===== config.mk =====
export PLATFORM = sky130hd
export DESIGN_NAME = luenberger_observer_step_flat
export DESIGN_NICKNAME = d
export VERILOG_FILES = /design/src/design/lobs_pkg.sv /design/src/design/lobs_in_if.sv /design/src/design/lobs_out_if.sv /design/src/design/lobs_ram.sv /design/src/design/lobs_mac.sv /design/src/design/luenberger_observer_step.sv /design/src/flat_wrapper.sv
export VERILOG_INCLUDE_DIRS = /design/src /design/src/design
export SDC_FILE = /design/constraint.sdc
export NUM_CORES = 2
export LEC_CHECK = 0
export ABC_AREA = 0
export BUFFER_PORTS_ARGS = -buffer_cell sky130_fd_sc_hd__buf_2
export CAP_MARGIN = 20
export CORE_ASPECT_RATIO = 0.7
export CORE_MARGIN = 2
export CORE_UTILIZATION = 45
export CTS_BUF_LIST = sky130_fd_sc_hd__clkbuf_16
export DETAILED_ROUTE_END_ITERATION = 10
export GPL_ROUTABILITY_DRIVEN = 0
export GPL_TIMING_DRIVEN = 0
export SYNTH_ARGS = -nofsm -noshare
export SYNTH_HDL_FRONTEND = slang
export SYNTH_SLANG_ARGS = --single-unit

===== constraint.sdc =====
create_clock -name clk -period 8.7 [get_ports clk]
set_input_delay 0.87 -clock clk [delete_from_list [all_inputs] [get_ports clk]]
set_output_delay 0.87 -clock clk [all_outputs]
set_load 0.005 [all_outputs]

===== src/design/luenberger_observer_step_defines.svh =====
// Assertion macros for the observer step design
`ifndef LUENBERGER_OBSERVER_STEP_DEFINES_SVH
`define LUENBERGER_OBSERVER_STEP_DEFINES_SVH
`ifndef SYNTH
`define LOBS_ASSERT(lbl, prop, msg) \
    lbl: assert property (@(posedge clk) disable iff (!rst_n) prop) else $error(msg);
`define LOBS_ASSERT_RST(lbl, prop, msg) \
    lbl: assert property (@(posedge clk) prop) else $error(msg);
`else
`define LOBS_ASSERT(lbl, prop, msg)
`define LOBS_ASSERT_RST(lbl, prop, msg)
`endif
`endif


===== src/design/lobs_pkg.sv =====
package lobs_pkg;

    // Sizes of the observer
    localparam int STATES    = 4;
    localparam int INPUTS    = 2;
    localparam int OUTPUTS   = 2;
    localparam int FRAC_BITS = 16;

    localparam int DATA_W    = 32;
    localparam int CMD_W     = 3;
    localparam int SEL_W     = 3;
    localparam int RC_W      = 2;
    localparam int CFG_W     = 3;
    localparam int CFG_IDX_W = 2;

    localparam int SW = (STATES  > 1) ? $clog2(STATES)  : 1;
    localparam int IW = (INPUTS  > 1) ? $clog2(INPUTS)  : 1;
    localparam int OW = (OUTPUTS > 1) ? $clog2(OUTPUTS) : 1;
    localparam int IDX_W = (SW >= IW && SW >= OW) ? SW : ((IW >= OW) ? IW : OW);

    // Coefficient store layout, row major per matrix
    localparam int A_BASE     = 0;
    localparam int B_BASE     = A_BASE + STATES * STATES;
    localparam int C_BASE     = B_BASE + STATES * INPUTS;
    localparam int D_BASE     = C_BASE + OUTPUTS * STATES;
    localparam int L_BASE     = D_BASE + OUTPUTS * INPUTS;
    localparam int COEF_DEPTH = L_BASE + STATES * OUTPUTS;
    localparam int ADDR_W     = $clog2(COEF_DEPTH);

    // Digit-serial multiplier
    localparam int DIGIT_W = 8;
    localparam int DIGITS  = DATA_W / DIGIT_W;
    localparam int DCNT_W  = (DIGITS > 1) ? $clog2(DIGITS) : 1;
    localparam int MCAND_W = DATA_W + 1;
    localparam int PROD_W  = DATA_W + MCAND_W;
    localparam int ACC_W   = PROD_W + $clog2(STATES + INPUTS + OUTPUTS);

    // Command codes
    localparam logic [CMD_W-1:0] CMD_COEF  = 3'd0;
    localparam logic [CMD_W-1:0] CMD_STATE = 3'd1;
    localparam logic [CMD_W-1:0] CMD_MEAS  = 3'd2;
    localparam logic [CMD_W-1:0] CMD_CTRL  = 3'd3;
    localparam logic [CMD_W-1:0] CMD_STEP  = 3'd4;

    // Matrix select codes
    localparam logic [SEL_W-1:0] SEL_A = 3'd0;
    localparam logic [SEL_W-1:0] SEL_B = 3'd1;
    localparam logic [SEL_W-1:0] SEL_C = 3'd2;
    localparam logic [SEL_W-1:0] SEL_D = 3'd3;
    localparam logic [SEL_W-1:0] SEL_L = 3'd4;

    // Configuration register indexes and reset values
    localparam logic [CFG_IDX_W-1:0] CFG_STATES  = 2'd0;
    localparam logic [CFG_IDX_W-1:0] CFG_INPUTS  = 2'd1;
    localparam logic [CFG_IDX_W-1:0] CFG_OUTPUTS = 2'd2;
    localparam logic [2:0] CFG_STATES_RST  = 3'd4;
    localparam logic [1:0] CFG_INPUTS_RST  = 2'd2;
    localparam logic [1:0] CFG_OUTPUTS_RST = 2'd2;

    typedef enum logic [2:0] {
        ST_IDLE,
        ST_FETCH,
        ST_LOAD,
        ST_MUL,
        ST_ROUND,
        ST_COMMIT
    } obs_state_t;

    // Kind of product term: C*x, D*u, A*x, B*u, L*e
    typedef enum logic [2:0] {
        T_CX,
        T_DU,
        T_AX,
        T_BU,
        T_LE
    } term_t;

    typedef struct packed {
        logic                      clear;
        logic                      load;
        logic [DATA_W-1:0]         coef;
        logic signed [MCAND_W-1:0] mcand;
    } mac_cmd_t;

endpackage


===== src/design/lobs_in_if.sv =====
interface lobs_in_if
    import lobs_pkg::*;
();
    logic                     valid;
    logic                     ready;
    logic [CMD_W-1:0]         command;
    logic [SEL_W-1:0]         matrix_select;
    logic [RC_W-1:0]          row_index;
    logic [RC_W-1:0]          col_index;
    logic signed [DATA_W-1:0] data_value;
    logic                     zero_input;

    modport source (
        output valid, command, matrix_select, row_index, col_index, data_value, zero_input,
        input  ready
    );
    modport sink (
        input  valid, command, matrix_select, row_index, col_index, data_value, zero_input,
        output ready
    );
endinterface


===== src/design/lobs_out_if.sv =====
interface lobs_out_if
    import lobs_pkg::*;
();
    logic                     valid;
    logic                     ready;
    logic signed [DATA_W-1:0] predicted_output;
    logic                     output_index;
    logic                     last_output;

    modport source (
        output valid, predicted_output, output_index, last_output,
        input  ready
    );
    modport sink (
        input  valid, predicted_output, output_index, last_output,
        output ready
    );
endinterface


===== src/design/lobs_ram.sv =====
module lobs_ram #(
    parameter int WIDTH = 32,
    parameter int DEPTH = 16
) (
    input  logic                     clk,
    input  logic                     we,
    input  logic [$clog2(DEPTH)-1:0] waddr,
    input  logic [WIDTH-1:0]         wdata,
    input  logic [$clog2(DEPTH)-1:0] raddr,
    output logic [WIDTH-1:0]         rdata
);
    logic [WIDTH-1:0] mem [DEPTH];
    logic [WIDTH-1:0] rdata_reg;

    // Write one word, read one word registered
    always_ff @(posedge clk)
    begin
        if (we)
        begin
            mem[waddr] <= wdata;
        end
        rdata_reg <= mem[raddr];
    end

    assign rdata = rdata_reg;
endmodule


===== src/design/lobs_mac.sv =====
module lobs_mac
    import lobs_pkg::*;
(
    input  logic                     clk,
    input  logic                     rst_n,
    input  mac_cmd_t                 cmd,
    output logic                     busy,
    output logic signed [DATA_W-1:0] rounded
);
    localparam int SH_W = ACC_W - FRAC_BITS;
    localparam logic signed [ACC_W-1:0] HALF = ACC_W'(1) << (FRAC_BITS - 1);
    localparam logic signed [SH_W-1:0] SAT_MAX = {{(SH_W-DATA_W+1){1'b0}}, {(DATA_W-1){1'b1}}};
    localparam logic signed [SH_W-1:0] SAT_MIN = {{(SH_W-DATA_W+1){1'b1}}, {(DATA_W-1){1'b0}}};

    logic signed [ACC_W-1:0]           acc_reg;
    logic signed [ACC_W-1:0]           acc_next;
    logic [DATA_W-1:0]                 coef_reg;
    logic signed [MCAND_W-1:0]         mcand_reg;
    logic [DCNT_W-1:0]                 digit_reg;
    logic                              busy_reg;
    logic signed [DIGIT_W:0]           digit_s;
    logic signed [MCAND_W+DIGIT_W:0]   partial;
    logic signed [ACC_W-1:0]           partial_ext;
    logic signed [ACC_W-1:0]           biased;
    logic signed [SH_W-1:0]            shifted;

    // Form one digit product; the top digit of the coefficient is signed
    always_comb
    begin
        if (digit_reg == DCNT_W'(DIGITS - 1))
        begin
            digit_s = {coef_reg[DIGIT_W-1], coef_reg[DIGIT_W-1:0]};
        end
        else
        begin
            digit_s = {1'b0, coef_reg[DIGIT_W-1:0]};
        end
        partial     = mcand_reg * digit_s;
        partial_ext = ACC_W'(partial) <<< (int'(digit_reg) * DIGIT_W);
        acc_next    = acc_reg + partial_ext;
    end

    // Advance the digit loop
    always_ff @(posedge clk or negedge rst_n)
    begin
        if (!rst_n)
        begin
            busy_reg  <= 1'b0;
            digit_reg <= '0;
        end
        else if (cmd.load)
        begin
            busy_reg  <= 1'b1;
            digit_reg <= '0;
        end
        else if (busy_reg)
        begin
            digit_reg <= digit_reg + 1'b1;
            if (digit_reg == DCNT_W'(DIGITS - 1))
            begin
                busy_reg <= 1'b0;
            end
        end
    end

    // Hold operands and accumulate
    always_ff @(posedge clk)
    begin
        if (cmd.clear)
        begin
            acc_reg <= '0;
        end
        else if (busy_reg)
        begin
            acc_reg <= acc_next;
        end
        if (cmd.load)
        begin
            coef_reg  <= cmd.coef;
            mcand_reg <= cmd.mcand;
        end
        else if (busy_reg)
        begin
            coef_reg <= coef_reg >> DIGIT_W;
        end
    end

    // Round half up, drop fraction, saturate
    always_comb
    begin
        biased  = acc_reg + HALF;
        shifted = biased[ACC_W-1:FRAC_BITS];
        if (shifted > SAT_MAX)
        begin
            rounded = {1'b0, {(DATA_W-1){1'b1}}};
        end
        else if (shifted < SAT_MIN)
        begin
            rounded = {1'b1, {(DATA_W-1){1'b0}}};
        end
        else
        begin
            rounded = shifted[DATA_W-1:0];
        end
    end

    assign busy = busy_reg;
endmodule


===== src/design/luenberger_observer_step.sv =====
// Discrete Luenberger observer step in Q16.16. Command words write one coefficient of A, B, C,
// D or L, one state element, or buffer one measurement or control element. A step word
// computes y = Cx + Du, emits each y element on the result channel (last one flagged), then
// updates x = Ax + Bu + L(m - y) from the old x. All products go through one shared
// multiplier that walks the coefficient 8 bits per cycle; each product term passes through a
// coefficient memory read, an operand load, 4 digits and a hand-off, and each sum is then
// rounded. Before it emits a y word, the step waits for the result channel to take the last.
`include "luenberger_observer_step_defines.svh"
module luenberger_observer_step
    import lobs_pkg::*;
(
    input  logic                 clk,
    input  logic                 rst_n,
    input  logic                 cfg_wr_en,
    input  logic [CFG_IDX_W-1:0] cfg_index,
    input  logic [CFG_W-1:0]     cfg_data,
    lobs_in_if.sink              request,
    lobs_out_if.source           result
);
    obs_state_t state_reg, state_next;
    term_t      term_reg, term_next;
    logic [IDX_W-1:0] i_reg, i_next;
    logic [IDX_W-1:0] j_reg, j_next;
    logic             zu_reg;
    logic [2:0]       n_cfg_reg;
    logic [1:0]       p_cfg_reg;
    logic [1:0]       q_cfg_reg;
    logic [IDX_W-1:0] n_last, p_last, q_last;

    logic signed [DATA_W-1:0] x_reg    [STATES];
    logic signed [DATA_W-1:0] nx_reg   [STATES];
    logic signed [DATA_W-1:0] meas_reg [OUTPUTS];
    logic signed [DATA_W-1:0] ctrl_reg [INPUTS];
    logic signed [DATA_W-1:0] y_reg    [OUTPUTS];

    logic [COEF_DEPTH-1:0] coef_vld_reg;
    logic                  rd_vld_reg;
    logic                  coef_we;
    logic [ADDR_W-1:0]     coef_waddr;
    logic [ADDR_W-1:0]     rd_addr;
    logic [DATA_W-1:0]     ram_rdata;

    logic                     out_valid_reg;
    logic signed [DATA_W-1:0] out_data_reg;
    logic                     out_idx_reg;
    logic                     out_last_reg;

    logic accept;
    logic mac_clear, out_load, y_wr, nx_wr, commit;
    logic mac_busy;
    logic signed [DATA_W-1:0]  mac_rounded;
    logic signed [MCAND_W-1:0] mcand;
    mac_cmd_t mac_cmd;

    assign request.ready = (state_reg == ST_IDLE);
    assign accept        = request.valid && request.ready;

    // Clamp configured sizes to last indexes
    always_comb
    begin
        if (n_cfg_reg == '0)
            n_last = '0;
        else if (int'(n_cfg_reg) > STATES)
            n_last = IDX_W'(STATES - 1);
        else
            n_last = IDX_W'(n_cfg_reg - 3'd1);
        if (p_cfg_reg == '0)
            p_last = '0;
        else if (int'(p_cfg_reg) > INPUTS)
            p_last = IDX_W'(INPUTS - 1);
        else
            p_last = IDX_W'(p_cfg_reg - 2'd1);
        if (q_cfg_reg == '0)
            q_last = '0;
        else if (int'(q_cfg_reg) > OUTPUTS)
            q_last = IDX_W'(OUTPUTS - 1);
        else
            q_last = IDX_W'(q_cfg_reg - 2'd1);
    end

    // Take configuration writes
    always_ff @(posedge clk or negedge rst_n)
    begin
        if (!rst_n)
        begin
            n_cfg_reg <= CFG_STATES_RST;
            p_cfg_reg <= CFG_INPUTS_RST;
            q_cfg_reg <= CFG_OUTPUTS_RST;
        end
        else if (cfg_wr_en)
        begin
            case (cfg_index)
                CFG_STATES:  n_cfg_reg <= cfg_data;
                CFG_INPUTS:  p_cfg_reg <= cfg_data[1:0];
                CFG_OUTPUTS: q_cfg_reg <= cfg_data[1:0];
                default:     ;
            endcase
        end
    end

    // Decode coefficient writes into the store address
    always_comb
    begin
        coef_we    = 1'b0;
        coef_waddr = '0;
        if (accept && request.command == CMD_COEF)
        begin
            case (request.matrix_select)
                SEL_A:
                    if (int'(request.row_index) < STATES && int'(request.col_index) < STATES)
                    begin
                        coef_we    = 1'b1;
                        coef_waddr = ADDR_W'(A_BASE + int'(request.row_index) * STATES
                                     + int'(request.col_index));
                    end
                SEL_B:
                    if (int'(request.row_index) < STATES && int'(request.col_index) < INPUTS)
                    begin
                        coef_we    = 1'b1;
                        coef_waddr = ADDR_W'(B_BASE + int'(request.row_index) * INPUTS
                                     + int'(request.col_index));
                    end
                SEL_C:
                    if (int'(request.row_index) < OUTPUTS && int'(request.col_index) < STATES)
                    begin
                        coef_we    = 1'b1;
                        coef_waddr = ADDR_W'(C_BASE + int'(request.row_index) * STATES
                                     + int'(request.col_index));
                    end
                SEL_D:
                    if (int'(request.row_index) < OUTPUTS && int'(request.col_index) < INPUTS)
                    begin
                        coef_we    = 1'b1;
                        coef_waddr = ADDR_W'(D_BASE + int'(request.row_index) * INPUTS
                                     + int'(request.col_index));
                    end
                SEL_L:
                    if (int'(request.row_index) < STATES && int'(request.col_index) < OUTPUTS)
                    begin
                        coef_we    = 1'b1;
                        coef_waddr = ADDR_W'(L_BASE + int'(request.row_index) * OUTPUTS
                                     + int'(request.col_index));
                    end
                default: ;
            endcase
        end
    end

    // Address of the coefficient for the current term
    always_comb
    begin
        case (term_reg)
            T_CX:    rd_addr = ADDR_W'(C_BASE + int'(i_reg) * STATES  + int'(j_reg));
            T_DU:    rd_addr = ADDR_W'(D_BASE + int'(i_reg) * INPUTS  + int'(j_reg));
            T_AX:    rd_addr = ADDR_W'(A_BASE + int'(i_reg) * STATES  + int'(j_reg));
            T_BU:    rd_addr = ADDR_W'(B_BASE + int'(i_reg) * INPUTS  + int'(j_reg));
            T_LE:    rd_addr = ADDR_W'(L_BASE + int'(i_reg) * OUTPUTS + int'(j_reg));
            default: rd_addr = '0;
        endcase
    end

    lobs_ram #(
        .WIDTH (DATA_W),
        .DEPTH (COEF_DEPTH)
    ) u_coef_ram (
        .clk   (clk),
        .we    (coef_we),
        .waddr (coef_waddr),
        .wdata (request.data_value),
        .raddr (rd_addr),
        .rdata (ram_rdata)
    );

    // Track written coefficients; unwritten ones read as zero
    always_ff @(posedge clk or negedge rst_n)
    begin
        if (!rst_n)
        begin
            coef_vld_reg <= '0;
            rd_vld_reg   <= 1'b0;
        end
        else
        begin
            if (coef_we)
            begin
                coef_vld_reg[coef_waddr] <= 1'b1;
            end
            rd_vld_reg <= coef_vld_reg[rd_addr];
        end
    end

    // Pick the vector operand for the term
    always_comb
    begin
        case (term_reg)
            T_CX, T_AX:
                mcand = MCAND_W'(x_reg[j_reg[SW-1:0]]);
            T_DU, T_BU:
                mcand = zu_reg ? '0 : MCAND_W'(ctrl_reg[j_reg[IW-1:0]]);
            T_LE:
                mcand = MCAND_W'(meas_reg[j_reg[OW-1:0]]) - MCAND_W'(y_reg[j_reg[OW-1:0]]);
            default:
                mcand = '0;
        endcase
    end

    always_comb
    begin
        mac_cmd.clear = mac_clear;
        mac_cmd.load  = (state_reg == ST_LOAD);
        mac_cmd.coef  = rd_vld_reg ? ram_rdata : '0;
        mac_cmd.mcand = mcand;
    end

    lobs_mac u_mac (
        .clk     (clk),
        .rst_n   (rst_n),
        .cmd     (mac_cmd),
        .busy    (mac_busy),
        .rounded (mac_rounded)
    );

    // Sequence terms and sums
    always_comb
    begin
        state_next = state_reg;
        term_next  = term_reg;
        i_next     = i_reg;
        j_next     = j_reg;
        mac_clear  = 1'b0;
        out_load   = 1'b0;
        y_wr       = 1'b0;
        nx_wr      = 1'b0;
        commit     = 1'b0;
        case (state_reg)
            ST_IDLE:
                if (accept && request.command == CMD_STEP)
                begin
                    mac_clear  = 1'b1;
                    term_next  = T_CX;
                    i_next     = '0;
                    j_next     = '0;
                    state_next = ST_FETCH;
                end
            ST_FETCH:
                state_next = ST_LOAD;
            ST_LOAD:
                state_next = ST_MUL;
            ST_MUL:
                if (!mac_busy)
                begin
                    state_next = ST_FETCH;
                    case (term_reg)
                        T_CX:
                            if (j_reg == n_last)
                            begin
                                term_next = T_DU;
                                j_next    = '0;
                            end
                            else
                                j_next = j_reg + 1'b1;
                        T_DU:
                            if (j_reg == p_last)
                                state_next = ST_ROUND;
                            else
                                j_next = j_reg + 1'b1;
                        T_AX:
                            if (j_reg == n_last)
                            begin
                                term_next = T_BU;
                                j_next    = '0;
                            end
                            else
                                j_next = j_reg + 1'b1;
                        T_BU:
                            if (j_reg == p_last)
                            begin
                                term_next = T_LE;
                                j_next    = '0;
                            end
                            else
                                j_next = j_reg + 1'b1;
                        T_LE:
                            if (j_reg == q_last)
                                state_next = ST_ROUND;
                            else
                                j_next = j_reg + 1'b1;
                        default:
                            state_next = ST_IDLE;
                    endcase
                end
            ST_ROUND:
                if (term_reg == T_DU)
                begin
                    if (!(out_valid_reg && !result.ready))
                    begin
                        out_load   = 1'b1;
                        y_wr       = 1'b1;
                        mac_clear  = 1'b1;
                        j_next     = '0;
                        state_next = ST_FETCH;
                        if (i_reg == q_last)
                        begin
                            term_next = T_AX;
                            i_next    = '0;
                        end
                        else
                        begin
                            term_next = T_CX;
                            i_next    = i_reg + 1'b1;
                        end
                    end
                end
                else
                begin
                    nx_wr     = 1'b1;
                    mac_clear = 1'b1;
                    j_next    = '0;
                    if (i_reg == n_last)
                        state_next = ST_COMMIT;
                    else
                    begin
                        term_next  = T_AX;
                        i_next     = i_reg + 1'b1;
                        state_next = ST_FETCH;
                    end
                end
            ST_COMMIT:
            begin
                commit     = 1'b1;
                state_next = ST_IDLE;
            end
            default:
                state_next = ST_IDLE;
        endcase
    end

    always_ff @(posedge clk or negedge rst_n)
    begin
        if (!rst_n)
        begin
            state_reg <= ST_IDLE;
            term_reg  <= T_CX;
            i_reg     <= '0;
            j_reg     <= '0;
            zu_reg    <= 1'b0;
        end
        else
        begin
            state_reg <= state_next;
            term_reg  <= term_next;
            i_reg     <= i_next;
            j_reg     <= j_next;
            if (accept && request.command == CMD_STEP)
            begin
                zu_reg <= request.zero_input;
            end
        end
    end

    // Update state, buffers and per-step results
    always_ff @(posedge clk or negedge rst_n)
    begin
        if (!rst_n)
        begin
            for (int k = 0; k < STATES; k++)
            begin
                x_reg[k] <= '0;
            end
            for (int k = 0; k < OUTPUTS; k++)
            begin
                meas_reg[k] <= '0;
            end
            for (int k = 0; k < INPUTS; k++)
            begin
                ctrl_reg[k] <= '0;
            end
        end
        else
        begin
            if (accept && request.command == CMD_STATE && int'(request.row_index) < STATES)
            begin
                x_reg[request.row_index[SW-1:0]] <= request.data_value;
            end
            if (accept && request.command == CMD_MEAS && int'(request.row_index) < OUTPUTS)
            begin
                meas_reg[request.row_index[OW-1:0]] <= request.data_value;
            end
            if (accept && request.command == CMD_CTRL && int'(request.row_index) < INPUTS)
            begin
                ctrl_reg[request.row_index[IW-1:0]] <= request.data_value;
            end
            if (commit)
            begin
                for (int k = 0; k < STATES; k++)
                begin
                    if (k <= int'(n_last))
                    begin
                        x_reg[k] <= nx_reg[k];
                    end
                end
            end
        end
    end

    always_ff @(posedge clk)
    begin
        if (y_wr)
        begin
            y_reg[i_reg[OW-1:0]] <= mac_rounded;
        end
        if (nx_wr)
        begin
            nx_reg[i_reg[SW-1:0]] <= mac_rounded;
        end
        if (out_load)
        begin
            out_data_reg <= mac_rounded;
            out_idx_reg  <= i_reg[0];
            out_last_reg <= (i_reg == q_last);
        end
    end

    // Hold the result word until taken
    always_ff @(posedge clk or negedge rst_n)
    begin
        if (!rst_n)
        begin
            out_valid_reg <= 1'b0;
        end
        else if (out_load)
        begin
            out_valid_reg <= 1'b1;
        end
        else if (result.ready)
        begin
            out_valid_reg <= 1'b0;
        end
    end

    assign result.valid            = out_valid_reg;
    assign result.predicted_output = out_data_reg;
    assign result.output_index     = out_idx_reg;
    assign result.last_output      = out_last_reg;

    `LOBS_ASSERT(a_mac_in_mul, mac_busy |-> state_reg == ST_MUL, "multiplier busy outside MUL")
    `LOBS_ASSERT(a_commit_idle, state_reg == ST_COMMIT |=> state_reg == ST_IDLE, "no idle after commit")
    `LOBS_ASSERT(a_no_overwrite, out_load |-> !(out_valid_reg && !result.ready), "result overwritten")
    `LOBS_ASSERT_RST(a_rst_quiet, !rst_n |-> !result.valid, "result valid in reset")
endmodule


===== src/flat_wrapper.sv =====
// flat-port wrapper written by rule: the top's interface ports become plain ports
module luenberger_observer_step_flat import lobs_pkg::*;
  (clk, rst_n, cfg_wr_en, cfg_index, cfg_data, request_valid, request_command, request_matrix_select, request_row_index, request_col_index, request_data_value, request_zero_input, request_ready, result_valid, result_predicted_output, result_output_index, result_last_output, result_ready);
  lobs_in_if request_i ();
  lobs_out_if result_i ();
  input  logic clk;
  input  logic rst_n;
  input  logic cfg_wr_en;
  input  logic [CFG_IDX_W-1:0] cfg_index;
  input  logic [CFG_W-1:0] cfg_data;
  input wire logic [$bits(request_i.valid)-1:0] request_valid;
  input wire logic [$bits(request_i.command)-1:0] request_command;
  input wire logic [$bits(request_i.matrix_select)-1:0] request_matrix_select;
  input wire logic [$bits(request_i.row_index)-1:0] request_row_index;
  input wire logic [$bits(request_i.col_index)-1:0] request_col_index;
  input wire logic [$bits(request_i.data_value)-1:0] request_data_value;
  input wire logic [$bits(request_i.zero_input)-1:0] request_zero_input;
  output wire logic [$bits(request_i.ready)-1:0] request_ready;
  output wire logic [$bits(result_i.valid)-1:0] result_valid;
  output wire logic [$bits(result_i.predicted_output)-1:0] result_predicted_output;
  output wire logic [$bits(result_i.output_index)-1:0] result_output_index;
  output wire logic [$bits(result_i.last_output)-1:0] result_last_output;
  input wire logic [$bits(result_i.ready)-1:0] result_ready;
  assign request_i.valid = request_valid;
  assign request_i.command = request_command;
  assign request_i.matrix_select = request_matrix_select;
  assign request_i.row_index = request_row_index;
  assign request_i.col_index = request_col_index;
  assign request_i.data_value = request_data_value;
  assign request_i.zero_input = request_zero_input;
  assign request_ready = request_i.ready;
  assign result_valid = result_i.valid;
  assign result_predicted_output = result_i.predicted_output;
  assign result_output_index = result_i.output_index;
  assign result_last_output = result_i.last_output;
  assign result_i.ready = result_ready;
  luenberger_observer_step u_core (.clk(clk), .rst_n(rst_n), .cfg_wr_en(cfg_wr_en), .cfg_index(cfg_index), .cfg_data(cfg_data), .request(request_i), .result(result_i));
endmodule

==> summary.md <==
| Metric | Value |
|---|---|
| Outcome | finished with violations |
| Failing checks | setup timing |
| Layout cells sized above 1 | 0.208 |
| Die Footprint | 226000 µm² |
| Root Buffer | clkbuf_16 |
| Worst-path fanout max | 10 |
| Number of cell rows | 144 |
| Port-buffer cells | 87 |
| Die height | 398 µm |
| Synth Net Count | 7380 |
| Syn Inst Count | 6887 |
| Fin crit period | 8.87 ns |
| CTS tree | built |
| Slew headroom | 0.0980 |
| Asr flop ratio synth | 0.151 |
| Initial antenna violation count | 28 |
| CTS Sinks | 2120 |
| Sequential area share after synthesis | 0.611 |
| Commonest non-fill, non-tap cell in the layout | edfxtp_1 |
| Layout area overhead | 15.3% |
| Largest net degree at the start of global routing | 115 |
| CP delay by family, top | compound AO/OA/AOI/OAI gates |
| Routed Antenna Nets | 0 |
| Final worst path period share | 1.02 |
| RR Startpoint | u_core.u_mac.coef_reg[5]$_DFFE_PP_ |
| GRT Overall Usage | 0.272 |
| Per-cell routed wire length | 29.5 µm |
| Final setup margin | -0.167 ns |
| TNS Setup | -0.206 ns |
| Least-Margin Pin Slew | 1.34 ns |
| Crit path top cell by count | fa_1 |
| Fin. max-slew vios | 0 |
| Core Region | 220000 µm² |
| DR vias/cell | 6.09 |
| HP Class | input port to async pin |
| Via count | 63.7k |
| Setup-failing EPs final | 3 |
| Worst Setup Path Type | register to register |
| Top FF cell, synth | edfxtp_1 |
| Drt total wl | 309000 µm |
| Synth cell types | 95 |
| MaxCap Viol Count | 0 |
| Cell Area, Synth | 99900 µm² |
| Final core occ | 0.523 |
| Clock skew | 0.0932 ns |
| CP Launch Type | register |
| Number of DRC markers in iteration 0 | 8689 |
| Crit-path max cell delay | 0.56 ns |
| Clock buffer depth | 4 |
| Crit path launch | u_core.u_mac.coef_reg[5]$_DFFE_PP_ |
| Num ports | 89 |
| Post-synth EDFFs | 1699 |
| H-tree levels | 4 |
| Synth Warn # | 0 |
| Clock transition at path regs | 0.07 ns |
| Vias in the first global route | 61.6k |
| Max reg flops | 1408 |
| Commonest cells after routing, fill and taps aside | edfxtp_1, nand2_1, mux4_2 |
| Maximum clock frequency | 113 MHz |
| Cts bufs inserted | 206 |
| Die X | 567 µm |
| DP HPWL | 222000 µm |
| Final instance area | 115000 µm² |
| Register bit total from synthesis | 2120 |
| Post-DP Area | 106000 µm² |
| RSZ-0062 raised after global routing | true |
| DR pass1 iterations | 6 |
| Final Hold Fails | 0 |
| Initial core utilization | 0.453 |
| Remaining Overflow, GRT | 0 |
| Clk_lat worst skew | 0.90 ns |
| Endpoint class of the critical path | register |
| Crit path max-delay cell type | fa_1 |
| First-pass GRT wire length | 443000 µm |
| Nets | 7856 |
| Critical path data arrival time | 9.60 ns |
| Drc violations | 0 |
| Pre-CTS setup slack | -2.34 ns |
| Req. time, crit path | 9.43 ns |
| Syn_area_per_cell | 14.5 µm² |
| Crit path buf inv count | 4 |
-- per-stage QoR --
step / hold slack, ns / instances
2_1_floorplan: 0.426 / 6887
3_3_place_gp: 0.429 / 9894
3_5_place_dp: 0.436 / 10000
4_1_cts: 0.0213 / 10400
5_1_grt: 0.0733 / 10400
6_report: 0.0446 / 10500
-- timing repair --
| item | in CTS | in global routing |
|---|---|---|
| endpoints found under the setup margin | 46 | 37 |
| gates resized for setup | 186 | 192 |
| hold buffers | 0 | 0 |
| setup buffers | 38 | 51 |
| pin swaps | 52 | 89 |
-- layout make-up --
type,instances,area (µm²)
fillers,18100,105000
multi-input cells,4138,38300
inverters,258,968
well taps,2920,3650
flip-flops and latches,2120,61100
clock inverters,160,1150
repair buffers,297,3280
plain buffers,342,1530
diodes,6,15.0
clock buffers,211,5280
-- layer usage --
metal | global-route usage | vias up | routed length, µm
li1 | - | 26800 | -
met4 | 0.0605 | 10 | 7020
met5 | 0 | - | 70
met2 | 0.359 | 3485 | 122000
met1 | 0.431 | 33000 | 139000
met3 | 0.0860 | 410 | 40800
-- cell families after synthesis --
logic type	Yosys count	share of synthesized area
AO/OA/AOI/OAI	971	0.0607
AND/OR/NAND/NOR	1720	0.0800
multiplexers	841	0.136
XOR/XNOR	166	0.0146
adder cells (fa/ha/maj)	440	0.0731
buffers and inverters	629	0.0246
flip-flops	2120	0.611
-- final timing paths --
path,endpoint,slack (ns),depth (start not counted)
setup / recovery,u_core.u_mac.acc_reg[67]$_SDFFE_PP0P_,-0.17,32
hold / removal,u_core.n_cfg_reg[0]$_DFFE_PN0P_,0.04,1
setup reg to reg,u_core.u_mac.acc_reg[67]$_SDFFE_PP0P_,-0.17,32
hold reg to reg,u_core.x_reg[33]$_DFF_PN0_,0.45,2
max in group asynchronous,u_core.rd_vld_reg$_DFF_PN0_,7.44,2
min in group clk,u_core.n_cfg_reg[0]$_DFFE_PN0P_,0.20,3
-- cell usage after synthesis (50+ instances only) --
library cell	n	area (µm²)
clkbuf_1	248	931
a21o_1	56	420
edfxtp_1	1699	51000
mux4_2	397	8940
buf_2	55	275
buf_1	63	236
and2_1	187	1170
a211oi_1	74	556
mux2_2	168	1890
a21oi_1	252	1260
o21ai_0	254	1270
nand3_1	158	791
mux2i_1	276	2760
fa_1	240	4800
or2_2	54	338
dfrtp_1	318	7960
dfxtp_1	100	2000
a31oi_1	56	350
nand2_1	767	2880
nor2_1	280	1050
xor2_1	50	438
inv_1	255	957
xnor2_1	116	1020
ha_1	200	2500
Power is left out: the tool's default activity adds up to more than one toggle a clock period on the data nets, which glitch-free logic cannot reach.
